==> config.mk <==
export PLATFORM = sky130hd
export DESIGN_NAME = complex_sample_uniform_quantizer_unit_flat
export DESIGN_NICKNAME = d
export VERILOG_FILES = /design/src/rtl/csq_pkg.sv /design/src/rtl/csq_in_if.sv /design/src/rtl/csq_out_if.sv /design/src/rtl/csq_lane.sv /design/src/rtl/csq_ctrl.sv /design/src/rtl/complex_sample_uniform_quantizer_unit.sv /design/src/flat_wrapper.sv
export SDC_FILE = /design/constraint.sdc
export NUM_CORES = 2
export LEC_CHECK = 0
export BUFFER_PORTS_ARGS = -buffer_cell sky130_fd_sc_hd__buf_2
export CORE_ASPECT_RATIO = 1.4
export CORE_MARGIN = 2
export CORE_UTILIZATION = 55
export CTS_BUF_LIST = sky130_fd_sc_hd__clkbuf_8
export DETAILED_ROUTE_END_ITERATION = 6
export GPL_TIMING_DRIVEN = 0
export HOLD_SLACK_MARGIN = 0.08
export PLACE_DENSITY = 0.71
export SYNTH_ARGS = -nofsm -noshare
export SYNTH_HDL_FRONTEND = slang
export SYNTH_SLANG_ARGS = --single-unit
==> constraint.sdc <==
create_clock -name clk -period 10.7 [get_ports clk]
set_input_delay 1.07 -clock clk [delete_from_list [all_inputs] [get_ports clk]]
set_output_delay 1.07 -clock clk [all_outputs]
set_load 0.1 [all_outputs]
==> src/rtl/csq_pkg.sv <==
`timescale 1ns / 1ps
// ----------------------------------------------------------------------------
// Complex sample quantizer package
// Register indexes, fixed field widths and reset values shared by the block.
// ----------------------------------------------------------------------------
package csq_pkg;

  // Width of the configuration register index.
  localparam int CFG_IDX_W = 2;

  // Register indexes of the configuration port.
  typedef enum logic [CFG_IDX_W-1:0] {
    CFG_LEVEL_BITS  = 2'd0,
    CFG_UPPER_LIMIT = 2'd1,
    CFG_LOWER_LIMIT = 2'd2
  } cfg_idx_t;

  // Fixed widths of the level-bits register and of the bin index fields.
  localparam int LEVEL_BITS_W = 4;
  localparam int BIN_W        = 8;

  // Reset values of the configuration registers.
  localparam int LEVEL_BITS_RESET  = 1;
  localparam int UPPER_LIMIT_RESET = 4096;
  localparam int LOWER_LIMIT_RESET = -4096;

endpackage

==> src/rtl/csq_in_if.sv <==
`timescale 1ns / 1ps
// ----------------------------------------------------------------------------
// Sample channel interface
// Valid/ready channel carrying one complex sample per transaction.
// ----------------------------------------------------------------------------
interface csq_in_if #(
  parameter int SAMPLE_WIDTH = 16
);
  logic                           valid;
  logic                           ready;
  logic signed [SAMPLE_WIDTH-1:0] sample_real;
  logic signed [SAMPLE_WIDTH-1:0] sample_imag;

  modport source (output valid, output sample_real, output sample_imag, input ready);
  modport sink   (input valid, input sample_real, input sample_imag, output ready);
endinterface

==> src/rtl/csq_out_if.sv <==
`timescale 1ns / 1ps
// ----------------------------------------------------------------------------
// Quantized result channel interface
// Valid/ready channel carrying both quantized levels and bin indices.
// ----------------------------------------------------------------------------
interface csq_out_if #(
  parameter int SAMPLE_WIDTH = 16
);
  import csq_pkg::*;

  logic                           valid;
  logic                           ready;
  logic signed [SAMPLE_WIDTH-1:0] level_real;
  logic signed [SAMPLE_WIDTH-1:0] level_imag;
  logic        [BIN_W-1:0]        bin_real;
  logic        [BIN_W-1:0]        bin_imag;

  modport source (output valid, output level_real, output level_imag,
                  output bin_real, output bin_imag, input ready);
  modport sink   (input valid, input level_real, input level_imag,
                  input bin_real, input bin_imag, output ready);
endinterface

==> src/rtl/csq_lane.sv <==
`timescale 1ns / 1ps
// ----------------------------------------------------------------------------
// Quantizer lane
// Pipelined quantizer for one part of the sample: offset, range clip,
// restoring division by the step (one quotient bit per stage), midpoint.
// ----------------------------------------------------------------------------
module csq_lane #(
  parameter int SAMPLE_WIDTH   = 16,
  parameter int MAX_LEVEL_BITS = 8
) (
  input  logic                                clk,
  input  logic [MAX_LEVEL_BITS+3:0]           en,
  input  logic signed [SAMPLE_WIDTH-1:0]      x,
  input  logic signed [SAMPLE_WIDTH-1:0]      lo,
  input  logic [SAMPLE_WIDTH-1:0]             step,
  input  logic [$clog2(MAX_LEVEL_BITS+1)-1:0] k,
  input  logic                                degen,
  output logic signed [SAMPLE_WIDTH-1:0]      level,
  output logic [csq_pkg::BIN_W-1:0]           bin
);
  import csq_pkg::*;

  localparam int W  = SAMPLE_WIDTH;
  localparam int M  = MAX_LEVEL_BITS;
  localparam int KW = $clog2(MAX_LEVEL_BITS + 1);
  localparam int DW = W + M;
  localparam int NS = M + 3;

  typedef struct packed {
    logic signed [W-1:0] x;
    logic signed [W-1:0] lo;
    logic [W-1:0]        step;
    logic [KW-1:0]       k;
    logic                degen;
    logic                sat;
    logic [W-1:0]        rem;
    logic [M-1:0]        q;
  } lane_stage_t;

  lane_stage_t       stg_r   [NS];
  lane_stage_t       stg_nxt [NS];

  logic [DW-1:0]     prod_r, prod_nxt;
  logic [M-1:0]      bsel_r, bsel_nxt;
  logic signed [W-1:0] lo_r, lo_nxt;
  logic [W-1:0]      step_r, step_nxt;
  logic              degen_r, degen_nxt;

  logic [W:0]        dm1;
  logic [DW-1:0]     lim;
  logic [DW-1:0]     trial [M];
  logic [M:0]        top_ext;
  logic [M-1:0]      top;
  logic [DW:0]       mid;
  logic [BIN_W+M-1:0] bin_ext;

  always_comb begin
    // Stage 0: capture the sample and the decoded range.
    stg_nxt[0]       = '0;
    stg_nxt[0].x     = x;
    stg_nxt[0].lo    = lo;
    stg_nxt[0].step  = step;
    stg_nxt[0].k     = k;
    stg_nxt[0].degen = degen;

    // Stage 1: x - lo - 1; anything at or below the lower limit becomes zero.
    stg_nxt[1] = stg_r[0];
    dm1 = {stg_r[0].x[W-1], stg_r[0].x} + ~{stg_r[0].lo[W-1], stg_r[0].lo};
    stg_nxt[1].rem = dm1[W] ? '0 : dm1[W-1:0];

    // Stage 2: a quotient of 2^k or more saturates to the top bin.
    stg_nxt[2] = stg_r[1];
    lim = DW'(stg_r[1].step) << stg_r[1].k;
    stg_nxt[2].sat = (DW'(stg_r[1].rem) >= lim);

    // Division stages, most significant quotient bit first.
    for (int j = 0; j < M; j++) begin
      trial[j] = DW'(stg_r[2+j].step) << (M - 1 - j);
      stg_nxt[3+j] = stg_r[2+j];
      if (DW'(stg_r[2+j].rem) >= trial[j]) begin
        stg_nxt[3+j].rem         = stg_r[2+j].rem - trial[j][W-1:0];
        stg_nxt[3+j].q[M-1-j]    = 1'b1;
      end
    end

    // Multiply stage: bin times step.
    top_ext   = ({{M{1'b0}}, 1'b1} << stg_r[NS-1].k) - 1'b1;
    top       = top_ext[M-1:0];
    bsel_nxt  = stg_r[NS-1].sat ? top : stg_r[NS-1].q;
    prod_nxt  = DW'(bsel_nxt) * DW'(stg_r[NS-1].step);
    lo_nxt    = stg_r[NS-1].lo;
    step_nxt  = stg_r[NS-1].step;
    degen_nxt = stg_r[NS-1].degen;
  end

  always_ff @(posedge clk) begin
    for (int s = 0; s < NS; s++) begin
      if (en[s]) begin
        stg_r[s] <= stg_nxt[s];
      end
    end
    if (en[NS]) begin
      prod_r  <= prod_nxt;
      bsel_r  <= bsel_nxt;
      lo_r    <= lo_nxt;
      step_r  <= step_nxt;
      degen_r <= degen_nxt;
    end
  end

  // Midpoint of the chosen bin: lo + bin*step + step/2.
  assign mid     = {{(DW + 1 - W){lo_r[W-1]}}, lo_r} + {1'b0, prod_r}
                 + (DW + 1)'(step_r >> 1);
  assign bin_ext = {{BIN_W{1'b0}}, bsel_r};
  assign level   = degen_r ? lo_r : mid[W-1:0];
  assign bin     = degen_r ? '0 : bin_ext[BIN_W-1:0];

endmodule

==> src/rtl/csq_ctrl.sv <==
`timescale 1ns / 1ps
// ----------------------------------------------------------------------------
// Pipeline flow control
// Per-stage valid bits; a stage advances when it is empty or its successor
// advances, so bubbles collapse and a stalled result holds the rest back.
// ----------------------------------------------------------------------------
module csq_ctrl #(
  parameter int NSTG = 13
) (
  input  logic            clk,
  input  logic            rst_n,
  input  logic            in_valid,
  input  logic            out_ready,
  output logic            in_ready,
  output logic            out_valid,
  output logic [NSTG-1:0] en
);
  logic [NSTG-1:0] valid_r, valid_nxt;

  always_comb begin
    en[NSTG-1] = !valid_r[NSTG-1] || out_ready;
    for (int s = NSTG - 2; s >= 0; s--) begin
      en[s] = !valid_r[s] || en[s+1];
    end
    valid_nxt[0] = en[0] ? in_valid : valid_r[0];
    for (int s = 1; s < NSTG; s++) begin
      valid_nxt[s] = en[s] ? valid_r[s-1] : valid_r[s];
    end
  end

  always_ff @(posedge clk) begin
    if (!rst_n) begin
      valid_r <= '0;
    end else begin
      valid_r <= valid_nxt;
    end
  end

  assign in_ready  = en[0];
  assign out_valid = valid_r[NSTG-1];

endmodule

==> src/rtl/complex_sample_uniform_quantizer_unit.sv <==
`timescale 1ns / 1ps
// ----------------------------------------------------------------------------
// Complex sample uniform quantizer
// Mid-rise quantizer with clipping applied to the real and imaginary parts
// of each sample in two parallel lanes; results merge into one register.
// ----------------------------------------------------------------------------
//
//   Channel   Direction  Handshake             Payload
//   in_chan   sink       valid/ready           sample_real, sample_imag
//   out_chan  source     valid/ready           level_real, level_imag,
//                                              bin_real, bin_imag
//   cfg_*     sink       cfg_we (no wait)      cfg_index, cfg_wdata
//
// One transaction is accepted per clock when the output side keeps up. The
// pipeline is MAX_LEVEL_BITS + 5 registers deep, the last being the output
// register that drives out_chan. The depth is set by the restoring divider
// in each lane, which resolves one quotient bit per stage. Reset (rst_n low
// at a clock edge) empties the pipeline and loads the register reset values.
// A stall on out_chan holds the output register; stages behind it keep
// filling bubbles, so in_chan stays ready until the whole pipeline is full.
//
// Each lane subtracts the lower limit, checks whether the quotient would
// reach 2^k (which clips to the top bin), divides by the step and then
// rebuilds the bin midpoint with one multiply and an add.
// ----------------------------------------------------------------------------
module complex_sample_uniform_quantizer_unit #(
  parameter int SAMPLE_WIDTH   = 16,
  parameter int MAX_LEVEL_BITS = 8
) (
  input  logic                           clk,
  input  logic                           rst_n,
  csq_in_if.sink                         in_chan,
  csq_out_if.source                      out_chan,
  input  logic                           cfg_we,
  input  logic [csq_pkg::CFG_IDX_W-1:0]  cfg_index,
  input  logic [SAMPLE_WIDTH-1:0]        cfg_wdata
);
  import csq_pkg::*;

  localparam int W    = SAMPLE_WIDTH;
  localparam int M    = MAX_LEVEL_BITS;
  localparam int KW   = $clog2(MAX_LEVEL_BITS + 1);
  localparam int NSTG = M + 5;

  // Configuration registers.
  logic [LEVEL_BITS_W-1:0] level_bits_r, level_bits_nxt;
  logic signed [W-1:0]     upper_r, upper_nxt;
  logic signed [W-1:0]     lower_r, lower_nxt;

  // Decoded range shared by both lanes.
  logic [W:0]              span;
  logic                    hi_le_lo;
  logic [KW-1:0]           k_eff;
  logic [W-1:0]            step;
  logic                    degen;

  // Flow control.
  logic [NSTG-1:0]         en;
  logic                    out_valid;

  // Lane results and the merged output register.
  logic signed [W-1:0]     lane_level_re, lane_level_im;
  logic [BIN_W-1:0]        lane_bin_re, lane_bin_im;
  logic signed [W-1:0]     level_real_r, level_imag_r;
  logic [BIN_W-1:0]        bin_real_r, bin_imag_r;

  always_comb begin
    level_bits_nxt = level_bits_r;
    upper_nxt      = upper_r;
    lower_nxt      = lower_r;
    if (cfg_we) begin
      case (cfg_index)
        CFG_LEVEL_BITS:  level_bits_nxt = cfg_wdata[LEVEL_BITS_W-1:0];
        CFG_UPPER_LIMIT: upper_nxt      = cfg_wdata;
        CFG_LOWER_LIMIT: lower_nxt      = cfg_wdata;
        default:         ;
      endcase
    end
  end

  always_ff @(posedge clk) begin
    if (!rst_n) begin
      level_bits_r <= LEVEL_BITS_W'(LEVEL_BITS_RESET);
      upper_r      <= W'(UPPER_LIMIT_RESET);
      lower_r      <= W'(LOWER_LIMIT_RESET);
    end else begin
      level_bits_r <= level_bits_nxt;
      upper_r      <= upper_nxt;
      lower_r      <= lower_nxt;
    end
  end

  // Range decode. A zero level-bits setting acts as one, and settings above
  // the supported maximum saturate. An empty range or a zero step makes both
  // parts report the lower limit in bin zero.
  always_comb begin
    span     = {upper_r[W-1], upper_r} - {lower_r[W-1], lower_r};
    hi_le_lo = span[W] || (span == '0);
    if (level_bits_r == '0) begin
      k_eff = KW'(1);
    end else if ({1'b0, level_bits_r} > (LEVEL_BITS_W + 1)'(M)) begin
      k_eff = KW'(M);
    end else begin
      k_eff = KW'(level_bits_r);
    end
    step  = span[W-1:0] >> k_eff;
    degen = hi_le_lo || (step == '0);
  end

  csq_ctrl #(
    .NSTG (NSTG)
  ) u_ctrl (
    .clk       (clk),
    .rst_n     (rst_n),
    .in_valid  (in_chan.valid),
    .out_ready (out_chan.ready),
    .in_ready  (in_chan.ready),
    .out_valid (out_valid),
    .en        (en)
  );

  csq_lane #(
    .SAMPLE_WIDTH   (W),
    .MAX_LEVEL_BITS (M)
  ) u_lane_re (
    .clk   (clk),
    .en    (en[NSTG-2:0]),
    .x     (in_chan.sample_real),
    .lo    (lower_r),
    .step  (step),
    .k     (k_eff),
    .degen (degen),
    .level (lane_level_re),
    .bin   (lane_bin_re)
  );

  csq_lane #(
    .SAMPLE_WIDTH   (W),
    .MAX_LEVEL_BITS (M)
  ) u_lane_im (
    .clk   (clk),
    .en    (en[NSTG-2:0]),
    .x     (in_chan.sample_imag),
    .lo    (lower_r),
    .step  (step),
    .k     (k_eff),
    .degen (degen),
    .level (lane_level_im),
    .bin   (lane_bin_im)
  );

  // Merge stage: both lanes land in the output register together.
  always_ff @(posedge clk) begin
    if (en[NSTG-1]) begin
      level_real_r <= lane_level_re;
      level_imag_r <= lane_level_im;
      bin_real_r   <= lane_bin_re;
      bin_imag_r   <= lane_bin_im;
    end
  end

  assign out_chan.valid      = out_valid;
  assign out_chan.level_real = level_real_r;
  assign out_chan.level_imag = level_imag_r;
  assign out_chan.bin_real   = bin_real_r;
  assign out_chan.bin_imag   = bin_imag_r;

endmodule
==> src/flat_wrapper.sv <==
// flat-port wrapper written by rule: the top's interface ports become plain ports
module complex_sample_uniform_quantizer_unit_flat import csq_pkg::*;
#(
  parameter int SAMPLE_WIDTH   = 16,
  parameter int MAX_LEVEL_BITS = 8
)
  (clk, rst_n, cfg_we, cfg_index, cfg_wdata, in_chan_valid, in_chan_sample_real, in_chan_sample_imag, in_chan_ready, out_chan_valid, out_chan_level_real, out_chan_level_imag, out_chan_bin_real, out_chan_bin_imag, out_chan_ready);
  csq_in_if #(.SAMPLE_WIDTH(SAMPLE_WIDTH)) in_chan_i ();
  csq_out_if #(.SAMPLE_WIDTH(SAMPLE_WIDTH)) out_chan_i ();
  input  logic clk;
  input  logic rst_n;
  input  logic cfg_we;
  input  logic [csq_pkg::CFG_IDX_W-1:0] cfg_index;
  input  logic [SAMPLE_WIDTH-1:0] cfg_wdata;
  input wire logic [$bits(in_chan_i.valid)-1:0] in_chan_valid;
  input wire logic [$bits(in_chan_i.sample_real)-1:0] in_chan_sample_real;
  input wire logic [$bits(in_chan_i.sample_imag)-1:0] in_chan_sample_imag;
  output wire logic [$bits(in_chan_i.ready)-1:0] in_chan_ready;
  output wire logic [$bits(out_chan_i.valid)-1:0] out_chan_valid;
  output wire logic [$bits(out_chan_i.level_real)-1:0] out_chan_level_real;
  output wire logic [$bits(out_chan_i.level_imag)-1:0] out_chan_level_imag;
  output wire logic [$bits(out_chan_i.bin_real)-1:0] out_chan_bin_real;
  output wire logic [$bits(out_chan_i.bin_imag)-1:0] out_chan_bin_imag;
  input wire logic [$bits(out_chan_i.ready)-1:0] out_chan_ready;
  assign in_chan_i.valid = in_chan_valid;
  assign in_chan_i.sample_real = in_chan_sample_real;
  assign in_chan_i.sample_imag = in_chan_sample_imag;
  assign in_chan_ready = in_chan_i.ready;
  assign out_chan_valid = out_chan_i.valid;
  assign out_chan_level_real = out_chan_i.level_real;
  assign out_chan_level_imag = out_chan_i.level_imag;
  assign out_chan_bin_real = out_chan_i.bin_real;
  assign out_chan_bin_imag = out_chan_i.bin_imag;
  assign out_chan_i.ready = out_chan_ready;
  complex_sample_uniform_quantizer_unit #(.SAMPLE_WIDTH(SAMPLE_WIDTH), .MAX_LEVEL_BITS(MAX_LEVEL_BITS)) u_core (.clk(clk), .rst_n(rst_n), .in_chan(in_chan_i), .out_chan(out_chan_i), .cfg_we(cfg_we), .cfg_index(cfg_index), .cfg_wdata(cfg_wdata));
endmodule
After elaboration in Yosys (flattened, before gate mapping) --
Memory sizes are Yosys's and may differ from the RTL's. Cells that the tools add are included.
Storage, ports and cells: register bits after elaboration 211, bits in writable memories 1716, input bits 55, output and inout bits 50, logic and storage cells 182, memories 2
Operators by class: $add $sub $neg 25, multipliers 2, $lt $le $gt $ge 19, eq/ne operators 2, shifts and indexed selects 5, mux-type cells 60, bitwise gates (word level) 2, reduce and logical (&&, ||, !) cells 35
Memory list:
- u_core.u_lane_im.stg_r | depth 11, bits a word 78, read ports 11, clocked after Yosys merged registers in 0, write ports 11, RTL line csq_lane.sv:40 | lane_stage_t stg_r [NS];
- u_core.u_lane_re.stg_r | depth 11, bits a word 78, read ports 11, clocked after Yosys merged registers in 0, write ports 11, RTL line csq_lane.sv:40
Operators with widths (number):
- two-way mux 16 bit | 18
- subtractor 16 bit | 16
- >= comparator 16 x 24 -> 1 bit | 2
- left shift 16 x 4 -> 24 bit | 2
- >= comparator 16 x 23 -> 1 bit | 2
- >= comparator 16 x 22 -> 1 bit | 2
- >= comparator 16 x 21 -> 1 bit | 2
- >= comparator 16 x 20 -> 1 bit | 2
- >= comparator 16 x 19 -> 1 bit | 2
- >= comparator 16 x 18 -> 1 bit | 2
- two-way mux 1 bit | 36
- adder 17 bit | 2
- >= comparator 16 x 17 -> 1 bit | 2
- two-way mux 17 bit | 2
- NOT 17 bit | 2
- adder 16 x 15 -> 16 bit | 2
- adder 16 bit | 2
- >= comparator 16 bit | 2
- multiplier 8 x 16 -> 16 bit | 2
- logical NOT 17 bit | 1
- subtractor 16 x 16 -> 17 bit | 1
- logical NOT 16 bit | 1
- two-way mux 8 bit | 2
- left shift 1 x 4 -> 8 bit (first input constant) | 2
- other kinds (11) | 41

Logic depth before layout (Yosys ltp) --
word-level depth 16, mapped depth 31, gate-level depth less buffers 29

Modules after synthesis --
Synthesis repeated with hierarchy kept, for this count alone.
Unflattened totals: cell total of the unflattened synthesis 4901, area total of the unflattened synthesis 68106.6 um^2
Modules (own cells, without submodules):
- csq_lane at u_core.u_lane_re | times used 1, cells an instance 2185, area an instance 31499.0 um^2, sequential area each 20059.2 um^2
- csq_lane at u_core.u_lane_im | times used 1, cells an instance 2155, area an instance 31377.6 um^2, sequential area each 20059.2 um^2
- complex_sample_uniform_quantizer_unit | times used 1, cells an instance 498, area an instance 4640.7 um^2, sequential area each 2162.1 um^2
- csq_ctrl | times used 1, cells an instance 63, area an instance 589.3 um^2, sequential area each 260.2 um^2

Worst setup path after synthesis --
Ideal clock, no wire load.
path type in2reg, start point input out_chan_ready, end point memory u_core.u_lane_im.stg_r[0][62] (netlist name), enable pin, setup time 1189 ps, data arrival time 5338 ps, data required time 9511 ps, path slack 4173 ps, stages on the path 8, buffers on the path 0, path through nor2b_1 > inv_1 > nor2_1 > and2_1 > and3_1 > and3_1 > and2_1 > nand3_1
RTL lines:
- start, declared | RTL line flat_wrapper.sv:24 | input wire logic [$bits(out_chan_i.ready)-1:0] out_chan_ready;
- end, declared | RTL line csq_lane.sv:40

==> reports/summary.txt <==
Status: finished clean
Post-Layout Cell Count: 5,707
Syn_area_per_cell: 12.68 µm²
Die span in x: 264.4 µm
Postcts setup bufs: 0
DRT iter0 DRCs: 1,544
Worst setup SP type: flip-flop
Nets@finish: 4,963
PostCTS Resize Cnt: 0
EDFF count, synth: 945
CP endpoint: u_core.u_lane_re.prod_r[13]
# hold bufs at CTS: 0
CP delay by family, top: adder cells
Die H: 368.5 µm
Initial core utilization: 0.5552
Post-Route Setup TNS: 0 ns
WP buf/inv: 6
Cells after Synth: 4,117
Initial antenna violation count: 2
R2r endpoint: u_core.u_lane_re.prod_r[13]
Die area: 97,420 µm²
Area growth syn-to-layout: 10.31%
CTS sink count: 994
Row count: 133
IO Pins: 105
Maximum resistive drop on vdd: 0.2760 mV
Antenna Nets Post-Route: 0
# setup viols final: 0
First-pass GRT wire length: 175,700 µm
Largest net degree at the start of global routing: 78
Slew Viols, Final: 0
Num CTS Buffers: 149
Fillers: 7,264
Final min period: 7.469 ns
Hold WC Path Type: in -> reg
Power Density: 299.4 nW/µm²
Fmax: 0.1339 GHz
Dpl cells: 5,446
Core outline area: 94,020 µm²
Slew Limit Headroom: 0.3303
Grt ovf: 0
Total cell area at the placement stage: 54,560 µm²
R2R cell count: 29
Pre-antenna DRT Iters: 5
Critical Path Source: u_core.u_lane_im.stg_r[10][28]
Hpwl dp: 88,320 µm
Commonest non-fill, non-tap cell in the layout: edfxtp_1
Worst Path Arrival: 8.07 ns
Synth unique cells: 84
Hold Fails Final Rpt: 0
Max cap viols: 0
Slowest CP cell: clkbuf_1
Routed len/inst: 19.78 µm
Yosys warns: 0
Commonest cells after routing, fill and taps aside: edfxtp_1, inv_1, ha_1
Crit share post-route: 0.6980
Skew-Pair Late Insertion Delay: 0.87 ns
Flop-to-flop setup slack: 3.23 ns
Asr flop ratio synth: 0
Gp weighted congestion: 0.9546
H-tree levels: 4
Routed WL: 112,900 µm
Synthesized flop and latch total: 994
Port Buffers: 103
Synthesized Nets: 4,698
Ratio of cells with drive above 1 in the final layout: 0.1040
Clk root buf: clkbuf_8
Sequential area share after synthesis: 0.5624
Largest stage delay, worst path: 0.58 ns
Crit path depth: 29
GR Util All Layers: 0.2368
Via density: 5.491
Syn Std Cell Area: 52,200 µm²
Clock transition at path regs: 0.07 ns
CP Max Fanout: 10
Ys flop type: edfxtp_1
WS Path Type: reg -> reg
Kind of end point of the critical path: flip-flop
Worst Hold Path Cells: 1
Reg2reg start: u_core.u_lane_im.stg_r[10][28]
LEAKAGE: 24.44 nW
Worst Max-Slew Pin Slew: 1.002 ns
Vias after detailed routing: 31,337
Vias in the first global route: 32,405
Clk buf depth: 3
Critical Path RT: 11.30 ns
CTS tree: done
Setup Skew: 0.04944 ns
Final routed DRC violation total: 0
Final Cell Area: 57,580 µm²
RSZ-0062 raised after global routing: no
-- how the worst min path moves through the flow --
| stage | startpoint | to | slack, ns |
|---|---|---|---|
| final | in_chan_sample_real[5] | u_core.u_lane_re.stg_r[0][67] | 0.38 |
| after global routing | in_chan_sample_real[2] | u_core.u_lane_re.stg_r[0][64] | 0.32 |
| after CTS | in_chan_sample_real[1] | u_core.u_lane_re.stg_r[0][63] | 0.29 |
| after detailed placement | u_core.u_lane_im.stg_r[10][25] | u_core.u_lane_im.degen_r | 0.40 |
| after global placement | u_core.u_lane_im.stg_r[8][5] | u_core.u_lane_im.stg_r[9][5] | 0.40 |
| after floorplan | u_core.u_lane_im.stg_r[10][25] | u_core.u_lane_im.degen_r | 0.40 |
-- power by group --
part | switching [mW] | internal, mW | leakage [nW] | total (mW)
Sequential | 0.554 | 5.51 | 11.1 | 6.07
Clock | 1.46 | 1.69 | 1.66 | 3.15
Combinational | 4.82 | 3.20 | 11.7 | 8.03
Total | 6.84 | 10.4 | 24.4 | 17.2
-- state kept, by name (all words and copies together), names as in the netlist --
register	count
u_core.out_chan.bin_imag	8
u_core.u_lane_im.lo_r	16
u_core.u_ctrl.valid_r	13
u_core.u_lane_im.degen_r	1
u_core.u_lane_re.bsel_r	8
u_core.upper_r	16
u_core.lower_r	16
u_core.u_lane_im.bsel_r	8
u_core.level_bits_r	4
u_core.out_chan.level_real	16
u_core.out_chan.bin_real	8
u_core.u_lane_re.prod_r	16
u_core.u_lane_re.stg_r	316
u_core.u_lane_im.prod_r	16
u_core.u_lane_im.step_r	15
u_core.u_lane_im.stg_r	501
u_core.out_chan.level_imag	16
-- synthesized netlist by cell type (4+ instances only) --
cell       number  area (µm²)
nor2_1        223       837.1
o21a_1         25       187.7
or3_1          14       87.58
clkbuf_1       81       304.0
nand2_1       317        1190
a2111oi_0       9       78.83
nor4b_1         7       61.31
a211oi_1       14       105.1
nand3_1        33       165.2
a221oi_1        5       43.79
and3_1         13       81.33
mux2i_1        39       390.4
nor2b_1        93       581.8
nand2b_1       37       231.5
and2_1        125       782.0
fa_1          169        3383
nor3_1         48       240.2
ha_1          357        4467
o21bai_1       18       135.1
xnor2_1       136        1191
edfxtp_1      945       28380
a21oi_1       159       795.8
o41ai_1         8       70.07
o211ai_1       19       142.6
a211o_1         6       52.55
xor2_1         76       665.6
o31ai_1        15       112.6
mux4_2          7       157.7
mux2_2        116        1306
a21boi_0       70       525.5
a31oi_1        16       100.1
a41oi_1         4       35.03
a21o_1         81       608.1
dfxtp_1        49       980.9
nand3b_1        5       37.54
or4_1           4       30.03
buf_1          10       37.54
inv_1         444        1667
or2_2          11       68.82
nor4_1         18       112.6
nand4b_1       11       96.34
o21ai_0       196       980.9
nand4_1        26       162.7
-- metrics by stage --
stage	hold slack, ns	worst slack (ns)	total power, mW	utilization
finish	0.3817	3.231	17.24	0.6124
global route	0.3162	2.785	18.48	0.6124
CTS	0.2855	3.265	17.37	0.6123
floorplan	0.4003	4.173	11.96	-
detailed placement	0.4045	3.388	14.13	0.5803
global placement	0.4003	2.653	14.00	0.5768
-- logic make-up after synthesis --
logic type / after synthesis / synth area share
compound gates: 684 / 0.08323
xor+xnor: 214 / 0.03620
fa+ha+maj: 526 / 0.1504
buf+inv: 539 / 0.03878
flops: 994 / 0.5624
mux: 162 / 0.03552
other cells: 1 / 0.00007184
simple gates: 997 / 0.09337
-- area by class of cell --
class	instances	area, µm²	share of cell area
diodes	3	7.507	0.0001304
plain buffers	92	346.6	0.006019
well taps	1215	1520	0.02640
clock buffers	150	2064	0.03585
inverters	447	1685	0.02927
flip-flops and latches	994	29360	0.5099
repair buffers	114	788.3	0.01369
multi-input cells	2584	20870	0.3624
clock inverters	108	944.7	0.01641
-- routing by layer --
layer / part of all wire / GRT usage
met3: 0.034 / 0.03849
met1: 0.35 / 0.2365
met2: 0.55 / 0.4541
met5: 0 / 0
met4: 0.064 / 0.1448
Power figures use the tool's default switching activity.
